File: src/design/bqd_pkg.sv
`timescale 1ns / 1ps
`default_nettype none

package bqd_pkg;

  localparam int SAMPLE_W     = 16;
  localparam int NUM_CHANNELS = 2;
  localparam int NUM_LANES    = 2;
  localparam int COEF_WIDTH   = 18;
  localparam int FRAC_BITS    = 16;
  localparam int PROD_W       = COEF_WIDTH + SAMPLE_W;
  localparam int ACC_W        = PROD_W + 3;
  localparam int CFG_IDX_W    = 3;

  typedef logic signed [SAMPLE_W-1:0]   sample_t;
  typedef logic signed [COEF_WIDTH-1:0] coef_val_t;

  localparam sample_t SAMPLE_MAX = sample_t'(32767);
  localparam sample_t SAMPLE_MIN = sample_t'(-32768);

  localparam coef_val_t B0_RESET = coef_val_t'(18552);
  localparam coef_val_t B1_RESET = coef_val_t'(37104);
  localparam coef_val_t B2_RESET = coef_val_t'(18552);
  localparam coef_val_t A1_RESET = coef_val_t'(-7864);
  localparam coef_val_t A2_RESET = coef_val_t'(17520);

  localparam logic [CFG_IDX_W-1:0] REG_ENABLE = 3'd0;
  localparam logic [CFG_IDX_W-1:0] REG_B0     = 3'd1;
  localparam logic [CFG_IDX_W-1:0] REG_B1     = 3'd2;
  localparam logic [CFG_IDX_W-1:0] REG_B2     = 3'd3;
  localparam logic [CFG_IDX_W-1:0] REG_A1     = 3'd4;
  localparam logic [CFG_IDX_W-1:0] REG_A2     = 3'd5;

  typedef struct packed {
    coef_val_t b0;
    coef_val_t b1;
    coef_val_t b2;
    coef_val_t a1;
    coef_val_t a2;
  } coef_t;

  typedef struct packed {
    logic s1_load;
    logic s2_load;
    logic s3_load;
    logic out_load;
    logic s3_valid;
  } ctl_t;

endpackage

`default_nettype wire

File: src/design/bqd_lane.sv
`timescale 1ns / 1ps
`default_nettype none

module bqd_lane import bqd_pkg::*; (
  input  wire     clk,
  input  wire     rst_n,
  input  ctl_t    ctl,
  input  wire     en,
  input  wire     clr,
  input  coef_t   coef,
  input  sample_t x_in,
  output sample_t y_out
);

  coef_val_t b0, b1, b2, a1, a2;

  sample_t xh1_r, xh2_r, yh1_r, yh2_r;

  logic signed [PROD_W-1:0] p0_r, p1_r, p2_r;
  logic signed [PROD_W-1:0] p0_nxt, p1_nxt, p2_nxt;
  logic signed [ACC_W-1:0]  ff_r, ff_nxt;
  logic signed [ACC_W-1:0]  part_r, part_nxt;
  sample_t                  xs1_r, xs2_r, xs3_r;

  sample_t                  y2_sel;
  logic signed [PROD_W-1:0] a2_prod, a1_prod;
  logic signed [ACC_W-1:0]  acc;
  logic [ACC_W-FRAC_BITS-SAMPLE_W:0] acc_hi;
  sample_t                  y_sat;

  assign b0 = coef.b0;
  assign b1 = coef.b1;
  assign b2 = coef.b2;
  assign a1 = coef.a1;
  assign a2 = coef.a2;

  assign p0_nxt = b0 * x_in;
  assign p1_nxt = b1 * xh1_r;
  assign p2_nxt = b2 * xh2_r;
  assign ff_nxt = ACC_W'(p0_r) + ACC_W'(p1_r) + ACC_W'(p2_r);

  // previous item still in stage 3: its output not yet in history
  assign y2_sel   = ctl.s3_valid ? yh1_r : yh2_r;
  assign a2_prod  = a2 * y2_sel;
  assign part_nxt = ff_r - ACC_W'(a2_prod);

  assign a1_prod = a1 * yh1_r;
  assign acc     = part_r - ACC_W'(a1_prod);
  assign acc_hi  = acc[ACC_W-1:FRAC_BITS+SAMPLE_W-1];

  always_comb begin
    if ((&acc_hi) || !(|acc_hi)) begin
      y_sat = acc[FRAC_BITS+SAMPLE_W-1:FRAC_BITS];
    end else if (acc[ACC_W-1]) begin
      y_sat = SAMPLE_MIN;
    end else begin
      y_sat = SAMPLE_MAX;
    end
  end

  assign y_out = en ? y_sat : xs3_r;

  always_ff @(posedge clk) begin
    if (!rst_n) begin
      xh1_r <= '0;
      xh2_r <= '0;
      yh1_r <= '0;
      yh2_r <= '0;
    end else if (clr) begin
      xh1_r <= '0;
      xh2_r <= '0;
      yh1_r <= '0;
      yh2_r <= '0;
    end else begin
      if (ctl.s1_load && en) begin
        xh2_r <= xh1_r;
        xh1_r <= x_in;
      end
      if (ctl.out_load && en) begin
        yh2_r <= yh1_r;
        yh1_r <= y_sat;
      end
    end
  end

  always_ff @(posedge clk) begin
    if (ctl.s1_load) begin
      p0_r  <= p0_nxt;
      p1_r  <= p1_nxt;
      p2_r  <= p2_nxt;
      xs1_r <= x_in;
    end
    if (ctl.s2_load) begin
      ff_r  <= ff_nxt;
      xs2_r <= xs1_r;
    end
    if (ctl.s3_load) begin
      part_r <= part_nxt;
      xs3_r  <= xs2_r;
    end
  end

  a_hist_frozen: assert property (@(posedge clk) disable iff (!rst_n)
    !en && !clr |=> $stable({xh1_r, xh2_r, yh1_r, yh2_r}))
    else $error("history changed while bypassed");
  a_hist_clear: assert property (@(posedge clk) disable iff (!rst_n)
    clr |=> (xh1_r == '0) && (xh2_r == '0) && (yh1_r == '0) && (yh2_r == '0))
    else $error("history not cleared");

endmodule

`default_nettype wire

File: config.mk
export PLATFORM = sky130hd
export DESIGN_NAME = bqd_lane
export DESIGN_NICKNAME = d
export VERILOG_FILES = /design/src/design/bqd_pkg.sv /design/src/design/bqd_lane.sv
export SDC_FILE = /design/constraint.sdc
export NUM_CORES = 2
export LEC_CHECK = 0
export ABC_AREA = 0
export CORE_MARGIN = 3
export CORE_UTILIZATION = 57
export CTS_BUF_LIST = sky130_fd_sc_hd__clkbuf_16
export CTS_CLUSTER_SIZE = 24
export DETAILED_ROUTE_END_ITERATION = 8
export DONT_BUFFER_PORTS = 1
export GPL_ROUTABILITY_DRIVEN = 0
export PLACE_DENSITY = 0.72
export SETUP_SLACK_MARGIN = 0.5
export SYNTH_ARGS = -nofsm -noshare
export SYNTH_HDL_FRONTEND = slang
export SYNTH_SLANG_ARGS = --single-unit
File: constraint.sdc
create_clock -name clk -period 16.9 [get_ports clk]
set_clock_uncertainty 0.2 [all_clocks]
set_input_delay 1.69 -clock clk [delete_from_list [all_inputs] [get_ports clk]]
set_output_delay 1.69 -clock clk [all_outputs]
set_load 0.005 [all_outputs]
==> After elaboration in Yosys (flattened, before gate mapping) <==
Index checks and enable logic that the tools add are counted.
{ "totals": {"regBits": 288, "word_cells": 33, "output_inout_bits": 16, "inputBits": 115} }
{ "op_classes": {"reduce_logical": 7, "n_addsub": 4, "multipliers": 5, "mux": 4, "bitwise_logic": 1} }
{ "ops": {"columns": ["cell", "count"], "rows": [
  ["multiplier 18 x 16 -> 34 bit", 5],
  ["subtractor 37 x 34 -> 37 bit", 2],
  ["two-way mux 16 bit", 4],
  ["adder 35 x 34 -> 36 bit", 1],
  ["adder 34 x 34 -> 35 bit", 1],
  ["AND reduction 6 bit", 1],
  ["OR reduction 6 bit", 1],
  ["logical AND 1 bit", 2],
  ["OR reduction 2 bit", 1],
  ["logical NOT 1 bit", 1],
  ["logical OR 1 bit", 1],
  ["NOT 1 bit", 1]
]} }

==> Logic depth before layout (Yosys ltp) <==
{ "logic_depth": {"depth_word": 7, "ltp_mapped": 28} }

==> Worst setup path after synthesis <==
OpenSTA, ideal clock, no wires.
{ "synth_path": {"kind": "input -> output", "startpoint": "input port coef[35] (netlist bit)", "endpoint": "output port y_out[10]", "path_stages": 23, "path_buffers": 2, "setup_slack_ps": 6921, "arrival_time_ps": 8089, "path_cell_list": "clkbuf_1 > nand2_1 > inv_1 > fa_1 > fa_1 > inv_1 > fa_1 > fa_1 > inv_1 > fa_1 > inv_1 > ha_1 > and4_1 > nand3_1 > or4_4 > a2111oi_4 > o21ai_0 > a21boi_0 > and3_1 > a21oi_1 > nand2b_4 > buf_2 > o22a_1"} }
{ "synth_via": {"elab_chain_len": 7, "elab_cells_between_ends": 9, "classes_between": "add/sub: 1; mul: 1; mux: 3; reduce/logical: 4"} }
{ "synth_lines": {"columns": ["element", "line", "text"], "rows": [
  ["from (decl)", "bqd_lane.sv:10", "input coef_t coef,"],
  ["multiplier 18 x 16 -> 34 bit *", "bqd_lane.sv:47", "assign a1_prod = a1 * yh1_r;"],
  ["subtractor 37 x 34 -> 37 bit *", "bqd_lane.sv:48", "assign acc = part_r - ACC_W'(a1_prod);"],
  ["OR reduction 6 bit", "bqd_lane.sv:52", "if ((&acc_hi) || !(|acc_hi)) begin"],
  ["logical NOT 1 bit", "bqd_lane.sv:52", null],
  ["logical OR 1 bit", "bqd_lane.sv:52", null],
  ["two-way mux 16 bit *", "bqd_lane.sv:52", null],
  ["two-way mux 16 bit *", "bqd_lane.sv:61", "assign y_out = en ? y_sat : xs3_r;"],
  ["to (decl)", "bqd_lane.sv:12", "output sample_t y_out"]
]} }
Mark *: on every way between the ends. The rest lies on a longest branch, timed or not.

==> Worst setup path in the final report <==
{ "layout_path": {"startpoint": "input port coef[35] (netlist bit)", "endpoint": "output port y_out[0]"} }
The elaborated chain is that of the path after synthesis.

==> impl_metrics.json <==
{
  "worstSetupEndpointType": "output port",
  "p_switching_mw": 7.793,
  "final_cell_mix": "inv_1, fa_1, nand2_1",
  "area_growth_pct": 3.564,
  "placed_area_sq_um": 69600,
  "grt_usage_pct": 27.77,
  "fin_area_sq_um": 70830,
  "final_max_slew_viol_count": 0,
  "syn_inst": 6982,
  "clk_path_buf_depth": 3,
  "overflow": 0,
  "cp-start-kind": "input pin",
  "grt_pass1_wl_um": 272600,
  "grt_pass1_vias": 51348,
  "syn-cell-area_sq_um": 68390,
  "crit_start": "coef[35]",
  "wl_um": 164900,
  "seq_area_sq_um": 7978,
  "ir_worst_vdd_uv": 479.1,
  "synth_cell_types": 74,
  "syn_nets": 9188,
  "antenna_found_initial": 4,
  "critPathRequiredTime_ps": 15010,
  "vias": 46323,
  "die_w_um": 352.4,
  "cap_violations": 0,
  "dp_hpwl_um": 134700,
  "r2r-end": "yh1_r[0]$_SDFFE_PP0P_",
  "clock-sinks": 287,
  "reg2reg_from": "yh1_r[2]$_SDFFE_PP0P_",
  "die_height_um": 352.4,
  "initial_utilization_pct": 57.69,
  "period_share_pct": 63.91,
  "p_clk_share_pct": 5.6,
  "cts-resized-gates": 0,
  "drt-initial-drc-count": 2755,
  "die_area_sq_um": 124200,
  "rrSetupSlack_ps": 8210,
  "ys_warn_count": 0,
  "period_needed_ps": 10800,
  "routed_via_density": 5.504,
  "p_sw_share_pct": 54.69,
  "io_buffers": 0,
  "status": "finished, final reports clean",
  "ys_ff_latch": 287,
  "fin_util_pct": 59.74,
  "maxSlewHeadroom_pct": 22.54,
  "rsz0062_at_grt": "false",
  "avgSynthCellArea_sq_um": 9.795,
  "min_from": "xs1_r[2]$_DFFE_PP_",
  "synth_edf_count": 223,
  "hp-class": "reg2reg",
  "critPathKind": "in2out",
  "pwr-share-comb_pct": 84.0,
  "synthFlopType": "edfxtp_1",
  "endpoint": "y_out[0]",
  "root_buffer": "clkbuf_16",
  "htreeDepth": 2,
  "cp_max_fo": 16,
  "async_flop_share_pct": 0,
  "synth.area.top_cells": "fa_1, edfxtp_1, inv_1",
  "synth_top_area_cell": "fa_1",
  "seq_power_share_pct": 10.5,
  "clkTransAtPathRegs_ps": 60,
  "setup_viol": 0,
  "internal_power_mw": 6.458,
  "drc": 0,
  "worst_pin_slew_ps": 1160,
  "core_sq_um": 118600,
  "setup-tns-final_ps": 0,
  "multiInputGateArea_sq_um": 53070,
  "num_rows": 126,
  "nFillCells": 9975,
  "powerDensity_nw_per_um2": 201.2,
  "leakage_nw": 32.12,
  "ctsHoldBuffers": 0,
  "cp.arrival_ps": 8910,
  "finalNetCount": 8992,
  "drtAntennaViolNets": 0,
  "grt_start_max_net_pins": 121,
  "drt-wirelength-per-cell_um": 19.60,
  "final_common_cell": "inv_1",
  "insertion_delay_ps": 600,
  "reg2regPathDepth": 23,
  "drive_above_1_share_pct": 1.937,
  "yosysTopAreaCellShare_pct": 46.87,
  "seq_area_frac_synth_pct": 11.67,
  "cts_setup_buffers": 0,
  "cts_buffers": 36,
  "ios": 131,
  "max_freq_ghz": 0.09258,
  "cts_tree": "yes",
  "hold_viol": 0,
  "dr.pass1.iters": 6
}
## critical path, stage by stage
cell,delay [ps]
nand2_1,80
inv_1,110
fa_1,740
fa_1,500
fa_1,520
inv_1,60
fa_1,500
fa_1,550
inv_1,70
fa_1,480
inv_1,40
ha_1,340
and3_1,210
nand3_1,110
nor4_1,420
o211ai_1,230
and2_1,210
o311ai_0,580
nor4_2,80
a22oi_2,920
nor3_1,200
o22a_1,260
## sequential cells by signal (all words and copies together), names as in the netlist
signal / cells
ff_r: 36
p0_r: 34
p1_r: 34
p2_r: 34
part_r: 37
xh1_r: 16
xh2_r: 16
xs1_r: 16
xs2_r: 16
xs3_r: 16
yh1_r: 16
yh2_r: 16
## cell type report
cell class,instances,share of cell area (%)
Multi-Input combinational cell,4743,74.93
Sequential cell,287,11.26
Inverter,1691,8.962
Tap cell,1600,2.827
Clock buffer,37,1.307
Clock inverter,28,0.4098
Timing Repair Buffer,27,0.2862
Antenna cell,3,0.01060
## power groups by stage
stage	Sequential [mW]	Combinational, mW	Clock (mW)
floorplan	1.41	8.43	0
global placement	1.50	11.6	0
detailed placement	1.51	11.8	0
CTS	1.49	11.9	0.808
global route	1.50	13.2	0.840
finish	1.49	12.0	0.791
## synth_stat cells, types with 6 or more instances
| library cell | count |
|---|---|
| o31ai_1 | 11 |
| o21bai_1 | 22 |
| nor2_1 | 116 |
| o21a_1 | 23 |
| edfxtp_1 | 223 |
| a21boi_0 | 6 |
| mux2i_1 | 9 |
| mux2_2 | 10 |
| nor3_1 | 25 |
| a21o_1 | 89 |
| o221a_2 | 15 |
| buf_1 | 14 |
| clkbuf_1 | 242 |
| o211ai_1 | 12 |
| a41oi_1 | 6 |
| xnor2_1 | 172 |
| ha_1 | 490 |
| a21oi_1 | 216 |
| and4_1 | 6 |
| o22a_1 | 15 |
| fa_1 | 1601 |
| nand3_1 | 32 |
| a31oi_1 | 11 |
| dfxtp_1 | 64 |
| nand2b_1 | 79 |
| a211oi_1 | 10 |
| and2_1 | 502 |
| inv_1 | 1691 |
| nand4_1 | 8 |
| xor2_1 | 44 |
| nand2_1 | 890 |
| a211o_1 | 6 |
| o21ai_0 | 58 |
| nor2b_1 | 154 |
| and3_1 | 20 |
## metal layers
metal | GRT usage [%] | wire (um) | vias to the layer above
met5 | 0 | 0 | -
met4 | 10.32 | 6875 | 0
met3 | 4.587 | 11760 | 379
met2 | 48.29 | 83250 | 1605
met1 | 35.05 | 63040 | 24024
li1 | - | - | 20315
## stage by stage
stage	setup slack (ps)	instances	power [mW]	hold slack, ps
floorplan	6921	6982	9.840	200.3
global placement	6365	8348	13.09	201.1
detailed placement	6220	8348	13.35	204.5
CTS	6171	8413	14.24	212.1
global route	5687	8413	15.57	217.3
finish	6099	8416	14.25	200.3
## worst min path at each step
stage | cells past startpoint | endpoint
final | 0 | xs2_r[2]$_DFFE_PP_
after global routing | 0 | xs2_r[2]$_DFFE_PP_
after global placement | 0 | xs2_r[5]$_DFFE_PP_
after detailed placement | 0 | xs2_r[4]$_DFFE_PP_
after CTS | 0 | xs2_r[2]$_DFFE_PP_
after floorplan | 0 | xs2_r[0]$_DFFE_PP_
## logic make-up (layout without fill, tap and decap cells)
group,Yosys count,in the layout,share of synthesized area [%]
fa+ha+maj,2091,2091,55.83
buf+inv,1952,1783,10.74
simple gates,1865,1865,13.37
compound gates,552,552,5.329
flops,287,287,11.67
xor+xnor,216,216,2.766
mux,19,19,0.2964
other cells,0,3,0
Note: power is estimated with default switching activity, not from simulation.
