File: src/design/bqd_pkg.sv
`timescale 1ns / 1ps
`default_nettype none

package bqd_pkg;

  localparam int SAMPLE_W     = 16;
  localparam int NUM_CHANNELS = 2;
  localparam int NUM_LANES    = 2;
  localparam int COEF_WIDTH   = 18;
  localparam int FRAC_BITS    = 16;
  localparam int PROD_W       = COEF_WIDTH + SAMPLE_W;
  localparam int ACC_W        = PROD_W + 3;
  localparam int CFG_IDX_W    = 3;

  typedef logic signed [SAMPLE_W-1:0]   sample_t;
  typedef logic signed [COEF_WIDTH-1:0] coef_val_t;

  localparam sample_t SAMPLE_MAX = sample_t'(32767);
  localparam sample_t SAMPLE_MIN = sample_t'(-32768);

  localparam coef_val_t B0_RESET = coef_val_t'(18552);
  localparam coef_val_t B1_RESET = coef_val_t'(37104);
  localparam coef_val_t B2_RESET = coef_val_t'(18552);
  localparam coef_val_t A1_RESET = coef_val_t'(-7864);
  localparam coef_val_t A2_RESET = coef_val_t'(17520);

  localparam logic [CFG_IDX_W-1:0] REG_ENABLE = 3'd0;
  localparam logic [CFG_IDX_W-1:0] REG_B0     = 3'd1;
  localparam logic [CFG_IDX_W-1:0] REG_B1     = 3'd2;
  localparam logic [CFG_IDX_W-1:0] REG_B2     = 3'd3;
  localparam logic [CFG_IDX_W-1:0] REG_A1     = 3'd4;
  localparam logic [CFG_IDX_W-1:0] REG_A2     = 3'd5;

  typedef struct packed {
    coef_val_t b0;
    coef_val_t b1;
    coef_val_t b2;
    coef_val_t a1;
    coef_val_t a2;
  } coef_t;

  typedef struct packed {
    logic s1_load;
    logic s2_load;
    logic s3_load;
    logic out_load;
    logic s3_valid;
  } ctl_t;

endpackage

`default_nettype wire

File: src/design/bqd_ctrl.sv
`timescale 1ns / 1ps
`default_nettype none

module bqd_ctrl import bqd_pkg::*; (
  input  wire  clk,
  input  wire  rst_n,
  input  wire  in_valid,
  input  wire  in_frame_end,
  input  wire  out_ready,
  output logic in_ready,
  output logic out_valid,
  output logic fe_s3,
  output ctl_t ctl
);

  logic s1_v_r, s2_v_r, s3_v_r, out_v_r;
  logic s1_v_nxt, s2_v_nxt, s3_v_nxt, out_v_nxt;
  logic fe1_r, fe2_r, fe3_r;
  logic out_ld, s3_ld, s2_ld, s1_ld;

  assign out_ld   = s3_v_r && (!out_v_r || out_ready);
  assign s3_ld    = s2_v_r && (!s3_v_r || out_ld);
  assign s2_ld    = s1_v_r && (!s2_v_r || s3_ld);
  assign in_ready = !s1_v_r || s2_ld;
  assign s1_ld    = in_valid && in_ready;

  assign ctl.s1_load  = s1_ld;
  assign ctl.s2_load  = s2_ld;
  assign ctl.s3_load  = s3_ld;
  assign ctl.out_load = out_ld;
  assign ctl.s3_valid = s3_v_r;

  assign out_valid = out_v_r;
  assign fe_s3     = fe3_r;

  always_comb begin
    s1_v_nxt  = s1_ld  ? 1'b1 : (s2_ld  ? 1'b0 : s1_v_r);
    s2_v_nxt  = s2_ld  ? 1'b1 : (s3_ld  ? 1'b0 : s2_v_r);
    s3_v_nxt  = s3_ld  ? 1'b1 : (out_ld ? 1'b0 : s3_v_r);
    out_v_nxt = out_ld ? 1'b1 : (out_ready ? 1'b0 : out_v_r);
  end

  always_ff @(posedge clk) begin
    if (!rst_n) begin
      s1_v_r  <= 1'b0;
      s2_v_r  <= 1'b0;
      s3_v_r  <= 1'b0;
      out_v_r <= 1'b0;
    end else begin
      s1_v_r  <= s1_v_nxt;
      s2_v_r  <= s2_v_nxt;
      s3_v_r  <= s3_v_nxt;
      out_v_r <= out_v_nxt;
    end
  end

  always_ff @(posedge clk) begin
    if (s1_ld) begin
      fe1_r <= in_frame_end;
    end
    if (s2_ld) begin
      fe2_r <= fe1_r;
    end
    if (s3_ld) begin
      fe3_r <= fe2_r;
    end
  end

  // hold every staged item until the next stage takes it
  a_s1_hold: assert property (@(posedge clk) disable iff (!rst_n)
    s1_v_r && !s2_ld |=> s1_v_r)
    else $error("stage 1 item dropped");
  a_s2_hold: assert property (@(posedge clk) disable iff (!rst_n)
    s2_v_r && !s3_ld |=> s2_v_r)
    else $error("stage 2 item dropped");
  a_s3_hold: assert property (@(posedge clk) disable iff (!rst_n)
    s3_v_r && !out_ld |=> s3_v_r)
    else $error("stage 3 item dropped");

endmodule

`default_nettype wire

File: config.mk
export PLATFORM = sky130hd
export DESIGN_NAME = bqd_ctrl
export DESIGN_NICKNAME = d
export VERILOG_FILES = /design/src/design/bqd_pkg.sv /design/src/design/bqd_ctrl.sv
export SDC_FILE = /design/constraint.sdc
export NUM_CORES = 1
export LEC_CHECK = 0
export ABC_AREA = 1
export BUFFER_PORTS_ARGS = -buffer_cell sky130_fd_sc_hd__buf_2
export CORE_AREA = 3 3 40 42
export CTS_CLUSTER_SIZE = 28
export DETAILED_ROUTE_END_ITERATION = 7
export DIE_AREA = 0 0 43 45
export SLEW_MARGIN = 20
export SYNTH_ARGS = -nofsm -noshare
export SYNTH_HDL_FRONTEND = slang
export SYNTH_SLANG_ARGS = --single-unit
File: constraint.sdc
create_clock -name clk -period 1.1 [get_ports clk]
set_clock_uncertainty 0.05 [all_clocks]
set_input_delay 0.22 -clock clk [delete_from_list [all_inputs] [get_ports clk]]
set_output_delay 0.22 -clock clk [all_outputs]
set_load 0.05 [all_outputs]
Yosys cells after proc, flatten, opt, wreduce, memory -nomap -nowiden. Index checks and enable logic that the tools add are counted. Widths: inputs -> output; s select.

Bits in registers: 7. Output and inout port bits: 8. Word-level logic and storage cells: 31.

Muxes and demuxes: 8. Reductions and logical operators: 16.

Operator list (count): $mux 1 (8); $reduce_bool 2->1 (4); $logic_and 1x1->1 (4); $logic_not 1->1 (4); $logic_or 1x1->1 (4).

Logic depth before layout (Yosys ltp).
Depth in word-level cells: 10. Depth in mapped cells: 6. Gate-level depth less buffers: 5.

Worst setup path before layout. OpenSTA, ideal clock, no wires.

Path kind: register -> output. Start: register out_v_r (netlist: out_valid). End: output ctl[4] (netlist bit). Arrival: 1.501 ns. Required time: 0.830 ns. Setup slack: -0.671 ns. Stages on the path, launching flop included: 7. Cells stage by stage: dfxtp_1 -> inv_1 -> nor2_4 -> nand4_4 -> inv_1 -> nor2_1 -> buf_4.

Longest elaborated chain between the ends: 9.

Ends and longest elaborated chain: start: declaration (RTL line bqd_ctrl.sv:16) `logic s1_v_r, s2_v_r, s3_v_r, out_v_r;`; start signal: assignment (RTL line bqd_ctrl.sv:53) `out_v_r <= out_v_nxt;`; $logic_not 1->1 (RTL line bqd_ctrl.sv:21) `assign out_ld = s3_v_r && (!out_v_r || out_ready);`; $logic_or 1x1->1 (RTL line bqd_ctrl.sv:21); $logic_and 1x1->1 (RTL line bqd_ctrl.sv:21); $logic_or 1x1->1 (RTL line bqd_ctrl.sv:22) `assign s3_ld = s2_v_r && (!s3_v_r || out_ld);`; $logic_and 1x1->1 (RTL line bqd_ctrl.sv:22); $logic_or 1x1->1 (RTL line bqd_ctrl.sv:23) `assign s2_ld = s1_v_r && (!s2_v_r || s3_ld);`; $logic_and 1x1->1 (RTL line bqd_ctrl.sv:23); $logic_or 1x1->1 (RTL line bqd_ctrl.sv:24) `assign in_ready = !s1_v_r || s2_ld;`; named net in_ready (RTL line bqd_ctrl.sv:10) `output logic in_ready,`; $logic_and 1x1->1 (RTL line bqd_ctrl.sv:25) `assign s1_ld = in_valid && in_ready;`; end: declaration (RTL line bqd_ctrl.sv:13) `output ctl_t ctl`.

The timed path passes the listed nets, and every way through them passes these cells.

Final worst setup path.
Start: register out_v_r (netlist: out_valid). End: register s3_v_r.

Longest elaborated chain between the ends: 6. Elaborated cells on any way between the ends: 7. Classes of those cells: mux: 1; reduce/logical: 6.

Ends and longest elaborated chain: $logic_not 1->1 (*) (RTL line bqd_ctrl.sv:21); $logic_or 1x1->1 (*) (RTL line bqd_ctrl.sv:21); $logic_and 1x1->1 (*) (RTL line bqd_ctrl.sv:21); $logic_or 1x1->1 (RTL line bqd_ctrl.sv:22); $logic_and 1x1->1 (RTL line bqd_ctrl.sv:22); $mux 1 or $reduce_bool 2->1 (tied branches); end signal: assignment (RTL line bqd_ctrl.sv:52) `s3_v_r <= s3_v_nxt;`; end: declaration (RTL line bqd_ctrl.sv:16).

Mark *: on every way between the ends. The rest lies on a longest branch, timed or not. A chain may end at the register's enable or synchronous reset.

==> impl_metrics.sql <==
INSERT INTO impl_metrics (metric_group, metric, value, unit) VALUES
('cts', 'clk-insertion-delay-late', '0.25', 'ns'),
('timing', 'setup_repair_after_global_routing_missed_its_margin', 'true', ''),
('synthesis', 'dominant_cell_type_by_area_after_synthesis', 'sky130_fd_sc_hd__edfxtp_1', ''),
('pwr', 'power_switching', '155', 'uW'),
('place', 'dp.cells', '58', ''),
('pwr', 'p_int', '461', 'uW'),
('synthesis', 'yosys.cell_types.count', '11', ''),
('worst_hold_path', 'timing.hold.worst.start', 'in_frame_end', ''),
('worst_setup_path', 'worstRegToRegCells', '10', ''),
('synthesis', 'syn-instance-count', '33', ''),
('worst_setup_path', 'ff2ff_setup_slack', '-0.34', 'ns'),
('cts', 'cts-hold-fix-buffers', '0', ''),
('floorplan', 'starting_density', '0.253', ''),
('worst_setup_path', 'cp_cell_sequence', 'inv_2 -> nor2_4 -> nand2_1 -> nand2_2 -> buf_4 -> buf_4 -> buf_4 -> buf_4 -> buf_4 -> a21oi_2', ''),
('worst_setup_path', 'timing.critical_path.fanout_max', '5', ''),
('pwr', 'fin_total_pwr', '615', 'uW'),
('worst_setup_path', 'worst_path_most_repeated_cell', 'sky130_fd_sc_hd__buf_4', ''),
('pwr', 'combinational_power_share', '0.160', ''),
('timing', 'max_freq', '695', 'MHz'),
('grt', 'globalRoute.totalOverflow', '0', ''),
('timing', 'tns', '-1.81', 'ns'),
('worst_setup_path', 'r2r_start', 'out_valid', ''),
('flow_run', 'max_cap_violations', '0', ''),
('worst_setup_path', 'timing.setup.critical_path_class', 'reg2reg', ''),
('floorplan', 'design.die.area', '1940', 'um^2'),
('cells_and_area', 'layout.nets', '61', ''),
('cts', 'worst_setup_hold_path_clk_slew', '0.05', 'ns'),
('run_status', 'violations', 'setup timing', ''),
('worst_setup_path', 'timing.critical_path.from_type', 'flip-flop', ''),
('worst_hold_path', 'holdPathEnd', 'fe1_r', ''),
('routing', 'detailedRoute.firstIterationViolations', '3', ''),
('cts', 'cts_buffer_depth', '2', ''),
('routing', 'drt_pass1_iterations', '2', ''),
('grt', 'grt_antenna_before_repair', '0', ''),
('cts', 'tritoncts', 'done', ''),
('pwr', 'power.clock.fraction', '0.374', ''),
('pwr', 'p_leak', '0.257', 'nW'),
('timing', 'report.final.setup_viol', '10', ''),
('place', 'portBuffers', '12', ''),
('synthesis', 'syn_nets', '38', ''),
('routing', 'wl_per_cell', '8.30', 'um'),
('timing', 'final_max_slew_viol_count', '0', ''),
('grt', 'track_usage', '0.0772', ''),
('routing', 'drc', '0', ''),
('worst_setup_path', 'critPathSlowestCell', 'sky130_fd_sc_hd__dfxtp_4', ''),
('worst_setup_path', 'worst_path_dominant_cell_family', 'buffers and inverters', ''),
('floorplan', 'floorplan.io_pins', '13', ''),
('cells_and_area', 'final_layout_size_suffix_gt1_frac', '0.727', ''),
('synthesis', 'ys_warn_count', '0', ''),
('cts', 'cts_max_level', '1', ''),
('synthesis', 'netlist_area', '325', 'um^2'),
('grt', 'global_route_wire_length_before_repair', '1040', 'um'),
('cells_and_area', 'insertedDiodeCount', '0', ''),
('worst_setup_path', 'crit_path_max_incr_delay', '0.34', 'ns'),
('floorplan', 'placeableCoreArea', '1280', 'um^2'),
('grt', 'grt_start_max_net_pins', '7', ''),
('routing', 'num_vias', '271', ''),
('timing', 'timing.final.crit_share', '1.31', ''),
('worst_setup_path', 'timing.rr.end', 's3_v_r', ''),
('timing', 'post-route-worst-setup-slack', '-0.340', 'ns'),
('floorplan', 'num_rows', '13', ''),
('pwr', 'power-per-cell-area', '1140', 'nW/um^2'),
('run_status', 'result_of_the_run', 'complete, but fails checks', ''),
('worst_setup_path', 'critPathArrivalTime', '1.57', 'ns'),
('pwr', 'vdd_drop_max', '0.540', 'mV'),
('timing', 'fin_crit', '1.44', 'ns'),
('grt', 'grt_pass1_vias', '249', ''),
('cells_and_area', 'fin_cells', '70', ''),
('cts', 'clock_tree_root_buffer_cell', 'sky130_fd_sc_hd__clkbuf_4', ''),
('timing', 'final_hold_viols', '0', ''),
('worst_hold_path', 'hold_class', 'in2reg', '');
==> state kept, by name, summed over array words and instances, names as in the netlist <==
register and flops:
fe1_r 1, fe2_r 1, fe_s3 1, out_valid 1, s1_v_r 1, s2_v_r 1
s3_v_r 1
==> power by group through the flow <==
| stage | combinational [mW] | clock [mW] | sequential [mW] |
|---|---|---|---|
| 6_report | 0.0985 | 0.230 | 0.287 |
| 5_1_grt | 0.106 | 0.263 | 0.287 |
| 4_1_cts | 0.0973 | 0.245 | 0.286 |
| 3_5_place_dp | 0.0690 | 0 | 0.293 |
| 3_3_place_gp | 0.0683 | 0 | 0.292 |
| 2_1_floorplan | 0.0584 | 0 | 0.295 |
==> layout make-up <==
class | instances | area (um^2)
Clock buffer | 4 | 26.3
Fill cell | 128 | 746
Inverter | 8 | 30.0
Multi-Input combinational cell | 13 | 98.8
Sequential cell | 7 | 178
Tap cell | 15 | 18.8
Timing Repair Buffer | 23 | 188
==> Yosys cell counts, drive strengths merged <==
cell and count:
edfxtp 3, a21oi 3, nand2 3, nand3 1
dfxtp 4, nand4 1, nor2 5, buf 5
inv 8
==> worst register-to-register path, cell delays in order, from the launching register on <==
cell                      delay, ns
sky130_fd_sc_hd__dfxtp_4       0.34
sky130_fd_sc_hd__inv_2         0.06
sky130_fd_sc_hd__nor2_4        0.05
sky130_fd_sc_hd__nand2_1       0.09
sky130_fd_sc_hd__nand2_2       0.06
sky130_fd_sc_hd__buf_4         0.13
sky130_fd_sc_hd__buf_4         0.12
sky130_fd_sc_hd__buf_4         0.12
sky130_fd_sc_hd__buf_4         0.12
sky130_fd_sc_hd__buf_4         0.13
sky130_fd_sc_hd__a21oi_2       0.11
==> routing by layer <==
layer / vias up / routed length, um / GRT usage
li1: 139 / - / -
met1: 117 / 239 / 0.0862
met2: 15 / 262 / 0.114
met4: 0 / 0 / 0.0181
met5: - / 0 / 0
met3: 0 / 79 / 0.0637
==> worst max path at each step <==
stage | startpoint | end | slack [ns] | cells past startpoint
4_1_cts | out_valid | ctl[2] | -0.33 | 6
6_report | out_valid | s3_v_r | -0.34 | 10
2_1_floorplan | out_valid | ctl[4] | -0.36 | 6
5_1_grt | out_valid | ctl[4] | -0.39 | 6
3_5_place_dp | out_valid | ctl[3] | -0.13 | 6
3_3_place_gp | out_valid | ctl[3] | -0.11 | 6
==> kinds of logic (layout without fill, tap and decap cells) <==
logic type / after synthesis / in the layout / share of synthesized area
buffers and inverters: 13 / 35 / 0.208
AND/OR/NAND/NOR: 10 / 10 / 0.212
flip-flops: 7 / 7 / 0.523
AO/OA/AOI/OAI: 3 / 3 / 0.0577
==> cells in the final DEF, fill, tap and decap left out, types with 2 or more instances in the layout <==
cell,count
sky130_fd_sc_hd__inv_1,4
sky130_fd_sc_hd__dfxtp_1,2
sky130_fd_sc_hd__inv_2,4
sky130_fd_sc_hd__dfxtp_4,2
sky130_fd_sc_hd__nand2_2,2
sky130_fd_sc_hd__buf_2,6
sky130_fd_sc_hd__edfxtp_1,3
sky130_fd_sc_hd__nor2_1,3
sky130_fd_sc_hd__buf_8,2
sky130_fd_sc_hd__clkbuf_4,3
sky130_fd_sc_hd__buf_4,11
sky130_fd_sc_hd__buf_6,4
sky130_fd_sc_hd__a21oi_2,2
==> repair_timing <==
action	in CTS	in global routing
pin swaps	2	0
gates resized for setup	17	4
setup buffers	8	0
cloned	0	0
setup endpoints to repair	9	12
==> metrics by stage <==
step	worst slack, ns	hold WS (ns)	utilization	area [um^2]
CTS	-0.330	0.0862	0.413	531
floorplan	-0.362	0.269	-	344
finish	-0.340	0.0973	0.420	539
global route	-0.395	0.0865	0.420	539
detailed placement	-0.128	0.349	0.306	393
global placement	-0.109	0.347	0.306	393
No activity file was read; power rests on OpenSTA's default activity.
