`config.mk`:
```
export PLATFORM = sky130hd
export DESIGN_NAME = bqd_merge
export DESIGN_NICKNAME = d
export VERILOG_FILES = /design/src/design/bqd_pkg.sv /design/src/design/bqd_merge.sv
export SDC_FILE = /design/constraint.sdc
export NUM_CORES = 1
export LEC_CHECK = 0
export ABC_CLOCK_PERIOD_IN_PS = 800
export BUFFER_PORTS_ARGS = -buffer_cell sky130_fd_sc_hd__buf_2
export CELL_PAD_IN_SITES_DETAIL_PLACEMENT = 0
export CELL_PAD_IN_SITES_GLOBAL_PLACEMENT = 1
export CORE_MARGIN = 2
export CORE_UTILIZATION = 27
export DETAILED_ROUTE_END_ITERATION = 16
export PLACE_DENSITY = 0.77
export RECOVER_POWER = 100
export SYNTH_ARGS = -nofsm -noshare
export SYNTH_HDL_FRONTEND = slang
export SYNTH_SLANG_ARGS = --single-unit
```
`constraint.sdc`:
```
create_clock -name clk -period 0.8 [get_ports clk]
set_input_delay 0 -clock clk [delete_from_list [all_inputs] [get_ports clk]]
set_output_delay 0 -clock clk [all_outputs]
set_load 0.03 [all_outputs]
```
`src/design/bqd_pkg.sv`:
```
`timescale 1ns / 1ps
`default_nettype none

package bqd_pkg;

  localparam int SAMPLE_W     = 16;
  localparam int NUM_CHANNELS = 2;
  localparam int NUM_LANES    = 2;
  localparam int COEF_WIDTH   = 18;
  localparam int FRAC_BITS    = 16;
  localparam int PROD_W       = COEF_WIDTH + SAMPLE_W;
  localparam int ACC_W        = PROD_W + 3;
  localparam int CFG_IDX_W    = 3;

  typedef logic signed [SAMPLE_W-1:0]   sample_t;
  typedef logic signed [COEF_WIDTH-1:0] coef_val_t;

  localparam sample_t SAMPLE_MAX = sample_t'(32767);
  localparam sample_t SAMPLE_MIN = sample_t'(-32768);

  localparam coef_val_t B0_RESET = coef_val_t'(18552);
  localparam coef_val_t B1_RESET = coef_val_t'(37104);
  localparam coef_val_t B2_RESET = coef_val_t'(18552);
  localparam coef_val_t A1_RESET = coef_val_t'(-7864);
  localparam coef_val_t A2_RESET = coef_val_t'(17520);

  localparam logic [CFG_IDX_W-1:0] REG_ENABLE = 3'd0;
  localparam logic [CFG_IDX_W-1:0] REG_B0     = 3'd1;
  localparam logic [CFG_IDX_W-1:0] REG_B1     = 3'd2;
  localparam logic [CFG_IDX_W-1:0] REG_B2     = 3'd3;
  localparam logic [CFG_IDX_W-1:0] REG_A1     = 3'd4;
  localparam logic [CFG_IDX_W-1:0] REG_A2     = 3'd5;

  typedef struct packed {
    coef_val_t b0;
    coef_val_t b1;
    coef_val_t b2;
    coef_val_t a1;
    coef_val_t a2;
  } coef_t;

  typedef struct packed {
    logic s1_load;
    logic s2_load;
    logic s3_load;
    logic out_load;
    logic s3_valid;
  } ctl_t;

endpackage

`default_nettype wire

```
`src/design/bqd_merge.sv`:
```
`timescale 1ns / 1ps
`default_nettype none

module bqd_merge import bqd_pkg::*; (
  input  wire                      clk,
  input  ctl_t                     ctl,
  input  sample_t [NUM_LANES-1:0]  lane_y,
  input  wire                      fe_in,
  output sample_t                  left_out,
  output sample_t                  right_out,
  output logic                     fe_out
);

  sample_t [NUM_LANES-1:0] y_r;
  logic                    fe_r;

  always_ff @(posedge clk) begin
    if (ctl.out_load) begin
      y_r  <= lane_y;
      fe_r <= fe_in;
    end
  end

  assign left_out  = y_r[0];
  assign right_out = y_r[1];
  assign fe_out    = fe_r;

endmodule

`default_nettype wire

```
# --- Yosys cells after proc, flatten, opt, wreduce, memory -nomap -nowiden ---
# Cells that the tools add are included.
totals:
  regBits: 33
  inputBits: 39
  out_inout_bits: 33

# --- Longest topological paths before layout ---
# Gate-level depths: netlist (run 1).
logic_depth:
  word_depth: 0
  depth_mapped: 0
  depth_no_buf: 0

# --- Worst setup path after synthesis (run 1) ---
# No wires, ideal clock.
synth_path:
  path_kind: "reg2out"
  startpoint: "register fe_r, in the netlist fe_out"
  endpoint: "output port fe_out"
  arrival_time_ns: 0.496
  setup_slack_ns: 0.304
  stages_incl_launch_ff: 1
  n_path_buf: 0
  cell_sequence: "edfxtp_1"
synth_rtl:
  columns: ["item", "line_no", "text"]
  rows:
  - ["from (decl)", "bqd_merge.sv:15", "logic fe_r;"]
  - ["from (signal assigned)", "bqd_merge.sv:20", "fe_r <= fe_in;"]
  - ["to (decl)", "bqd_merge.sv:11", "output logic fe_out"]
# No word-level cell between the ends.

# --- Worst setup path after layout (run 1) ---
layout_path:
  startpoint: "register y_r (netlist bit right_out[6])"
  endpoint: "output port right_out[6]"
layout_rtl:
  columns: ["item", "line_no", "text"]
  rows:
  - ["from (decl)", "bqd_merge.sv:14", "sample_t [NUM_LANES-1:0] y_r;"]
  - ["from (signal assigned)", "bqd_merge.sv:19", "y_r <= lane_y;"]
  - ["to (decl)", "bqd_merge.sv:10", "output sample_t right_out,"]
# No word-level cell between the ends.

==> reports/metrics.yaml, run 1 <==
status: "complete, but fails checks"
violations: "setup timing"
hp-class: "in -> reg"
p_per_area_nw_per_um2: 2150
wl_mm: 2.28
maxCapViolCount: 0
yosysSeqAreaShare: 1.00
cts_root_buffer: "clkbuf_8"
synth_fp_nets: 72
power_mw: 4.38
area_growth_syn_to_layout_pct: 106
path_cells: "buf_6"
ir_worst_vdd_mv: 1.19
max_freq_ghz: 1.18
layout_common_cells: "edfxtp_1 (33), dlygate4sd3_1 (33), buf_2 (33), buf_6 (33), clkbuf_8 (5)"
die_w_um: 64.6
die_area_um2: 4170
grt_pass1_vias: 764
diodes: 0
final_max_slew_viol_count: 0
cp_slowest_cell: "edfxtp_1"
max_stage_delay_ns: 0.41
placementRows: 22
clkTransAtPathRegs_ns: 0.06
ys_ff_latch: 33
start_kind: "flip-flop"
finalWorstSetupSlack_ns: -0.0439
place_area_um2: 1430
grt_start_max_net_pins: 20
die_height_um: 64.6
cts.sinks: 33
cts_setup_buffers: 0
slew_headroom: 0.695
hold_viol_final: 0
place_congestion: 0.571
crit_type: "reg -> out"
synth.avg_cell_area_um2: 30.0
wl_per_cell_um: 11.9
grt_pass1_wl_mm: 3.35
min_period_over_period: 1.05
nNetsFinal: 181
synth_top_cell_by_area: "edfxtp_1"
grt-ovfl-total: 0
synthCells: 33
crit_required_ns: 0.80
total_leakage_power_nw: 0.853
rsz0062_at_grt: "yes"
fin_hold_ws_ns: 0.296
cts_max_level: 2
cp.arrival_ns: 0.84
drc: 0
io_pins: 72
seqCellArea_um2: 991
finalSetupViolCount: 31
dr.pass1.iters: 3
via_count: 728
cts_buffers: 5
crit_family: "flip-flops"
crit_buf_inv: 1
first_iter_violations: 13
netlist_area_um2: 991
cp-end-kind: "output pin"
grt_antenna_before_repair: 0
yosysWarnings: 0
cts_tree: "done"
via_per_inst: 3.81
initial_utilization: 0.275
drt.antenna.violating_nets: 0
synth_top_area_frac: 1.00
num-multi-input-gates: 0
critPathMaxFanout: 1
synthTopCellsByArea: "edfxtp_1 (100%)"
tightest_slew_ns: 0.458
layout-drive-gt1-share: 0.517
nFillCells: 288
finalCriticalPeriod_ns: 0.844
fp.coreArea_um2: 3610
finalInstanceArea_um2: 2040
multi_input_area_um2: 0
gr-usage-all-layers: 0.114
cts.path.max_buffers: 2
synth.distinct_cells: 1
portBuffers: 67
==> layer usage <==
| metal | global-route usage | wire [um] |
|---|---|---|
| met1 | 0.103 | 746 |
| met2 | 0.215 | 1310 |
| met3 | 0.0347 | 146 |
| met4 | 0.0798 | 74 |
| met5 | 0 | 0 |
==> area by class of cell <==
class / instances / area share
clock buffers: 6 / 0.0356
clock inverters: 2 / 0.0166
flip-flops and latches: 33 / 0.486
well taps: 48 / 0.0295
repair buffers: 102 / 0.432
==> synthesized netlist by cell type <==
cell,n
edfxtp_1,33
==> path summary, 6_finish.rpt <==
| kind | from | endpoint | slack [ns] | cells after the start |
|---|---|---|---|---|
| setup / recovery | right_out[6]$_DFFE_PP_ | right_out[6] | -0.04 | 1 |
| hold / removal | ctl[1] | right_out[14]$_DFFE_PP_ | 0.30 | 2 |
==> through the flow <==
stage                     utilization  setup WS, ns  TNS (ns)  std cells
after CTS                       0.574       -0.0596    -0.993        191
after detailed placement        0.396         0.182         0        150
after global routing            0.565       -0.0830     -1.50        191
after global placement          0.396         0.195         0        150
after floorplan                     -         0.304         0         33
final                           0.565       -0.0439    -0.451        191
==> report_power, final <==
| group | internal, mW | leakage [nW] | switching, mW |
|---|---|---|---|
| clock network | 0.918 | 0.0528 | 0.552 |
| logic | 0.402 | 0.477 | 0.388 |
| registers | 2.06 | 0.323 | 0.0639 |
| total | 3.38 | 0.853 | 1.00 |
==> logic make-up after synthesis <==
kind of cell and synth area share:
DFF 1.00
==> flip-flops by register name (all words and copies together) (netlist names) <==
name / count
fe_out: 1
left_out: 16
right_out: 16
==> repair_timing <==
item | in CTS | in global routing
endpoints found under the setup margin | 33 | 33
pin swaps | 0 | 0
hold buffers | 33 | 0
hold endpoints to repair | 33 | 0
gates resized for setup | 66 | 0
No activity file was read; power rests on OpenSTA's default activity.
==> run 2, diff against run 1 <==
--- a/config.mk
+++ b/config.mk
@@ -14,6 +14,7 @@
 export DETAILED_ROUTE_END_ITERATION = 16
 export PLACE_DENSITY = 0.77
 export RECOVER_POWER = 100
+export SETUP_SLACK_MARGIN = 0.2
 export SYNTH_ARGS = -nofsm -noshare
 export SYNTH_HDL_FRONTEND = slang
 export SYNTH_SLANG_ARGS = --single-unit
==> run 2 against run 1 <==
The flow finishes with violations (hold timing, setup timing); die area unchanged; routed wire length down 4.0%; sequential share of layout area grew 3.0 points; maximum frequency down 0.77%; worst hold slack got worse by 0.40 ns; combinational power fell by 5.4%; via count fell by 6.0%; first-iteration DRC count fell by 54%; worst setup slack got worse by 0.0066 ns; flip-flop and latch count is the same; clock-buffer cell count unchanged; highest routed layer unchanged.
==> reports/metrics.yaml, run 2 (synthesis gave the netlist of run 1 again) <==
status: "complete, but fails checks"  # unchanged
violations: "hold timing, setup timing"  # was setup timing
critPathMaxFanout: 1  # unchanged
grt_pass1_vias: 700  # was 764
grt-ovfl-total: 0  # unchanged
die_area_um2: 4170  # unchanged
cts_tree: "done"  # unchanged
start_kind: "flip-flop"  # unchanged
max_freq_ghz: 1.18  # about the same
hold_viol_final: 12  # was 0
maxCapViolCount: 0  # unchanged
seqCellArea_um2: 991  # unchanged
cts_root_buffer: "clkbuf_8"  # unchanged
first_iter_violations: 6  # was 13
swShare: 0.233  # was 0.229
diodes: 0  # unchanged
final_core_util: 0.532  # was 0.565
place_congestion: 0.571  # unchanged
drt.antenna.violating_nets: 0  # unchanged
via_per_inst: 3.82  # was 3.81
grt_antenna_before_repair: 0  # unchanged
area_growth_syn_to_layout_pct: 93.6  # was 106%
power_mw: 4.36  # was 4.38 mW
placedCellCount: 150  # unchanged
crit_buf_inv: 1  # unchanged
cts_max_level: 2  # unchanged
rsz0062_at_grt: "yes"  # unchanged
fp.coreArea_um2: 3610  # unchanged
cts_buffers: 5  # unchanged
nNetsFinal: 169  # was 181
num-multi-input-gates: 0  # unchanged
p_comb_frac: 0.171  # was 0.180
seqPwrFrac: 0.486  # was 0.484
crit_type: "reg -> out"  # unchanged
hold_depth: 1  # was 2
path_cells: "buf_6"  # unchanged
fin_hold_ws_ns: -0.104  # was 0.296 ns
hold-path-endpoint: "right_out[13]$_DFFE_PP_"  # was right_out[14]$_DFFE_PP_
cts.path.max_buffers: 2  # unchanged
drc: 0  # unchanged
grt_start_max_net_pins: 20  # unchanged
layout_common_cells: "edfxtp_1 (33), buf_2 (33), buf_6 (33), clkdlybuf4s25_1 (11), dlygate4sd3_1 (10)"  # was edfxtp_1 (33), dlygate4sd3_1 (33), buf_2 (33), buf_6 (33), clkbuf_8 (5)
grt_pass1_wl_mm: 3.11  # was 3.35 mm
switching_power_mw: 1.02  # was 1.00 mW
nFillCells: 304  # was 288
final_max_slew_viol_count: 0  # unchanged
finalSetupViolCount: 32  # was 31
final_cells: 179  # was 191
p_per_area_nw_per_um2: 2270  # was 2150 nW/um2
layout-drive-gt1-share: 0.565  # was 0.517
dp_slack_ns: 0.182  # unchanged
cp_slowest_cell: "edfxtp_1"  # unchanged
clkTransAtPathRegs_ns: 0.07  # was 0.06 ns
total_leakage_power_nw: 0.798  # was 0.853 nW
via_count: 684  # was 728
cp.arrival_ns: 0.85  # was 0.84 ns
cp-end-kind: "output pin"  # unchanged
max_stage_delay_ns: 0.41  # about the same
hp-start: "lane_y[29]"  # was ctl[1]
finalWorstSetupSlack_ns: -0.0505  # was -0.0439 ns
wl_per_cell_um: 12.2  # was 11.9 um
cts_setup_buffers: 0  # unchanged
io_pins: 72  # unchanged
dr.pass1.iters: 2  # was 3
tightest_slew_ns: 0.461  # was 0.458 ns
gr-usage-all-layers: 0.106  # was 0.114
p_clk_frac: 0.342  # was 0.335
die_height_um: 64.6  # unchanged
finalSetupTns_ns: -0.484  # was -0.451 ns
portBuffers: 67  # unchanged
wl_mm: 2.19  # was 2.28 mm
intPower_mw: 3.34  # was 3.38 mW
hp-class: "in -> reg"  # unchanged
cts.sinks: 33  # unchanged
placementRows: 22  # unchanged
slew_headroom: 0.692  # was 0.695
die_w_um: 64.6  # unchanged
initial_utilization: 0.275  # unchanged
ir_worst_vdd_mv: 1.27  # was 1.19 mV
multi_input_area_um2: 0  # unchanged
finalCriticalPeriod_ns: 0.851  # was 0.844 ns
finalInstanceArea_um2: 1920  # was 2040 um2
crit_family: "flip-flops"  # unchanged
place_area_um2: 1430  # unchanged
crit_required_ns: 0.80  # about the same
min_period_over_period: 1.06  # was 1.05
[run 2: power by group through the flow]
stage | Combinational (mW) | Sequential (mW) | Clock (mW)
after detailed placement | 0.539 | 2.12 | 0
final | 0.747 | 2.12 | 1.49
after floorplan | 0 | 2.41 | 0
after CTS | 0.763 | 2.12 | 1.55
after global placement | 0.530 | 2.12 | 0
after global routing | 0.779 | 2.13 | 1.62
[run 2: how the worst max path moves through the flow]
| stage | from | to | slack (ns) | cells past startpoint |
|---|---|---|---|---|
| floorplan | fe_out$_DFFE_PP_ | fe_out | 0.30 | 0 |
| global placement | ctl[1] | left_out[0]$_DFFE_PP_ | 0.20 | 2 |
| detailed placement | ctl[1] | left_out[0]$_DFFE_PP_ | 0.18 | 2 |
| CTS | left_out[14]$_DFFE_PP_ | left_out[14] | -0.06 | 1 |
| global route | right_out[9]$_DFFE_PP_ | right_out[9] | -0.07 | 1 |
| finish | right_out[15]$_DFFE_PP_ | right_out[15] | -0.05 | 1 |
[run 2: repair_timing]
item	CTS	global route
resized for setup	66	11
hold buffers	19	2
endpoints found under the setup margin	33	44
endpoints found under the hold margin	33	14
[run 2: layout make-up]
class | instances | area share
flip-flops and latches | 33 | 0.517
clock buffers | 6 | 0.0378
clock inverters | 2 | 0.0176
well taps | 48 | 0.0313
repair buffers | 90 | 0.397
[run 2: layer usage]
layer  routed length, um  share of wire  track usage
met1                 715           0.33       0.0989
met2                1270           0.58        0.193
met3                 159          0.073       0.0347
met4                  39          0.018       0.0718
met5                   0              0            0
==> run 3, diff against run 2 <==
--- a/config.mk
+++ b/config.mk
@@ -9,6 +9,7 @@
 export BUFFER_PORTS_ARGS = -buffer_cell sky130_fd_sc_hd__buf_2
 export CELL_PAD_IN_SITES_DETAIL_PLACEMENT = 0
 export CELL_PAD_IN_SITES_GLOBAL_PLACEMENT = 1
+export CORE_ASPECT_RATIO = 1.75
 export CORE_MARGIN = 2
 export CORE_UTILIZATION = 27
 export DETAILED_ROUTE_END_ITERATION = 16
==> run 3 against run 2 <==
The flow still finishes with violations (hold timing, setup timing); clock-buffer cell count rose by 2; final cell count fell by 8.4%; sequential share of layout area rose by 4.4 points; power fell by 9.2%; clock power fell by 23%; routed wire length fell by 4.8%; flip-flop and latch count did not move; first-iteration DRC count rose by 50%; die area rose by 0.46%; cell area fell by 7.8%; non-clock buffer count fell by 13; critical path type unchanged; largest cell class unchanged.
==> reports/metrics.yaml, run 3 (synthesis gave the netlist of run 1 again) <==
cts_root_buffer: "clkbuf_8"  # unchanged
cp-end-kind: "output pin"  # unchanged
finalCriticalPeriod_ns: 0.829  # was 0.851 ns
dp_slack_ns: 0.166  # was 0.182 ns
tightest_slew_ns: 0.451  # was 0.461 ns
max_stage_delay_ns: 0.40  # was 0.41 ns
via_count: 609  # was 684
die_height_um: 84.1  # was 64.6 um
seqCellArea_um2: 991  # unchanged
cts_tree: "done"  # unchanged
drt.antenna.violating_nets: 0  # unchanged
layout_common_cells: "buf_2 (34), edfxtp_1 (33), buf_6 (33), dlygate4sd3_1 (9), clkbuf_8 (5)"  # was edfxtp_1 (33), buf_2 (33), buf_6 (33), clkdlybuf4s25_1 (11), dlygate4sd3_1 (10)
violations: "hold timing, setup timing"  # unchanged
max_freq_ghz: 1.21  # was 1.18 GHz
cts.sinks: 33  # unchanged
total_leakage_power_nw: 0.738  # was 0.798 nW
grt_pass1_wl_mm: 2.97  # was 3.11 mm
die_w_um: 49.8  # was 64.6 um
ir_worst_vdd_mv: 1.57  # was 1.27 mV
dr.pass1.iters: 4  # was 2
final_core_util: 0.497  # was 0.532
die_area_um2: 4190  # was 4170 um2
placedCellCount: 147  # was 150
fp.coreArea_um2: 3560  # was 3610 um2
crit_buf_inv: 1  # unchanged
switching_power_uw: 957  # was 1.02 mW
multi_input_area_um2: 0  # unchanged
p_per_area_nw_per_um2: 2240  # was 2270 nW/um2
hold_viol_final: 24  # was 12
clkTransAtPathRegs_ns: 0.06  # was 0.07 ns
crit_required_ns: 0.80  # about the same
final_cells: 164  # was 179
wl_mm: 2.08  # was 2.19 mm
cts_max_level: 2  # unchanged
min_period_over_period: 1.04  # was 1.06
grt_antenna_before_repair: 0  # unchanged
portBuffers: 67  # unchanged
maxCapViolCount: 0  # unchanged
grt-ovfl-total: 0  # unchanged
diodes: 0  # unchanged
nFillCells: 327  # was 304
place_congestion: 0.590  # was 0.571
num-multi-input-gates: 0  # unchanged
rsz0062_at_grt: "yes"  # unchanged
crit_family: "flip-flops"  # unchanged
power_mw: 3.96  # was 4.36 mW
crit_type: "reg -> out"  # unchanged
slew_headroom: 0.699  # was 0.692
cp_slowest_cell: "edfxtp_1"  # unchanged
placementRows: 29  # was 22
cts.path.max_buffers: 2  # unchanged
swShare: 0.242  # was 0.233
finalWorstSetupSlack_ns: -0.0285  # was -0.0505 ns
first_iter_violations: 9  # was 6
finalSetupViolCount: 16  # was 32
final_max_slew_viol_count: 0  # unchanged
drc: 0  # unchanged
area_growth_syn_to_layout_pct: 78.4  # was 93.6%
gr-usage-all-layers: 0.101  # was 0.106
layout-drive-gt1-share: 0.619  # was 0.565
fin_hold_ws_ns: -0.0994  # was -0.104 ns
grt_start_max_net_pins: 34  # was 20
cts_buffers: 5  # unchanged
via_per_inst: 3.71  # was 3.82
seqPwrFrac: 0.536  # was 0.486
status: "complete, but fails checks"  # unchanged
path_cells: "buf_6"  # unchanged
initial_utilization: 0.279  # was 0.275
start_kind: "flip-flop"  # unchanged
final_common_cell: "buf_2"
intPower_mw: 3.00  # was 3.34 mW
grt_pass1_vias: 646  # was 700
p_comb_frac: 0.177  # was 0.171
cp.arrival_ns: 0.83  # was 0.85 ns
critPathMaxFanout: 1  # unchanged
hp-class: "in -> reg"  # unchanged
io_pins: 72  # unchanged
cts_setup_buffers: 0  # unchanged
p_clk_frac: 0.288  # was 0.342
nNetsFinal: 156  # was 169
wl_per_cell_um: 12.7  # was 12.2 um
[run 3: cell count changes in the layout (fill, tap and decap cells not counted), sizes merged]
cell / delta
dlygate4sd3: -1
bufinv: -1
clkdlybuf4s25: -11
clkinv: -1
buf: +1
[run 3: metrics by stage]
step / TNS [ns] / cell area (um2)
after floorplan: 0 / 991
after global placement: 0 / 1400
after detailed placement: 0 / 1400
after CTS: -0.617 / 1690
after global routing: -1.38 / 1770
final: -0.173 / 1770
[run 3: routing by layer]
layer,share of wire,GRT usage
met4,0.011,0.0606
met3,0.10,0.0658
met1,0.32,0.0739
met5,0,0
met2,0.56,0.181
[run 3: final cells by class]
class	count	share of cell area
timing repair buffer	77	0.362
sequential	33	0.561
tap	46	0.0326
clock buffer	8	0.0453
[run 3: repair_timing]
action | in CTS | in global routing
setup endpoints to repair | 33 | 33
gates cloned | 0 | 0
endpoints found under the hold margin | 33 | 33
resized for setup | 66 | 0
[run 3: final timing paths]
kind,from,endpoint,slack (ns),depth (start not counted)
min,lane_y[29],right_out[13]$_DFFE_PP_,-0.1,1
max,right_out[4]$_DFFE_PP_,right_out[4],-0.03,1
[run 3: power by group through the flow]
stage	combinational (mW)	sequential, mW	clock [mW]
detailed placement	0.530	2.12	0
global placement	0.518	2.11	0
floorplan	0	2.41	0
CTS	0.681	2.12	1.20
global route	0.729	2.14	1.27
finish	0.700	2.12	1.14
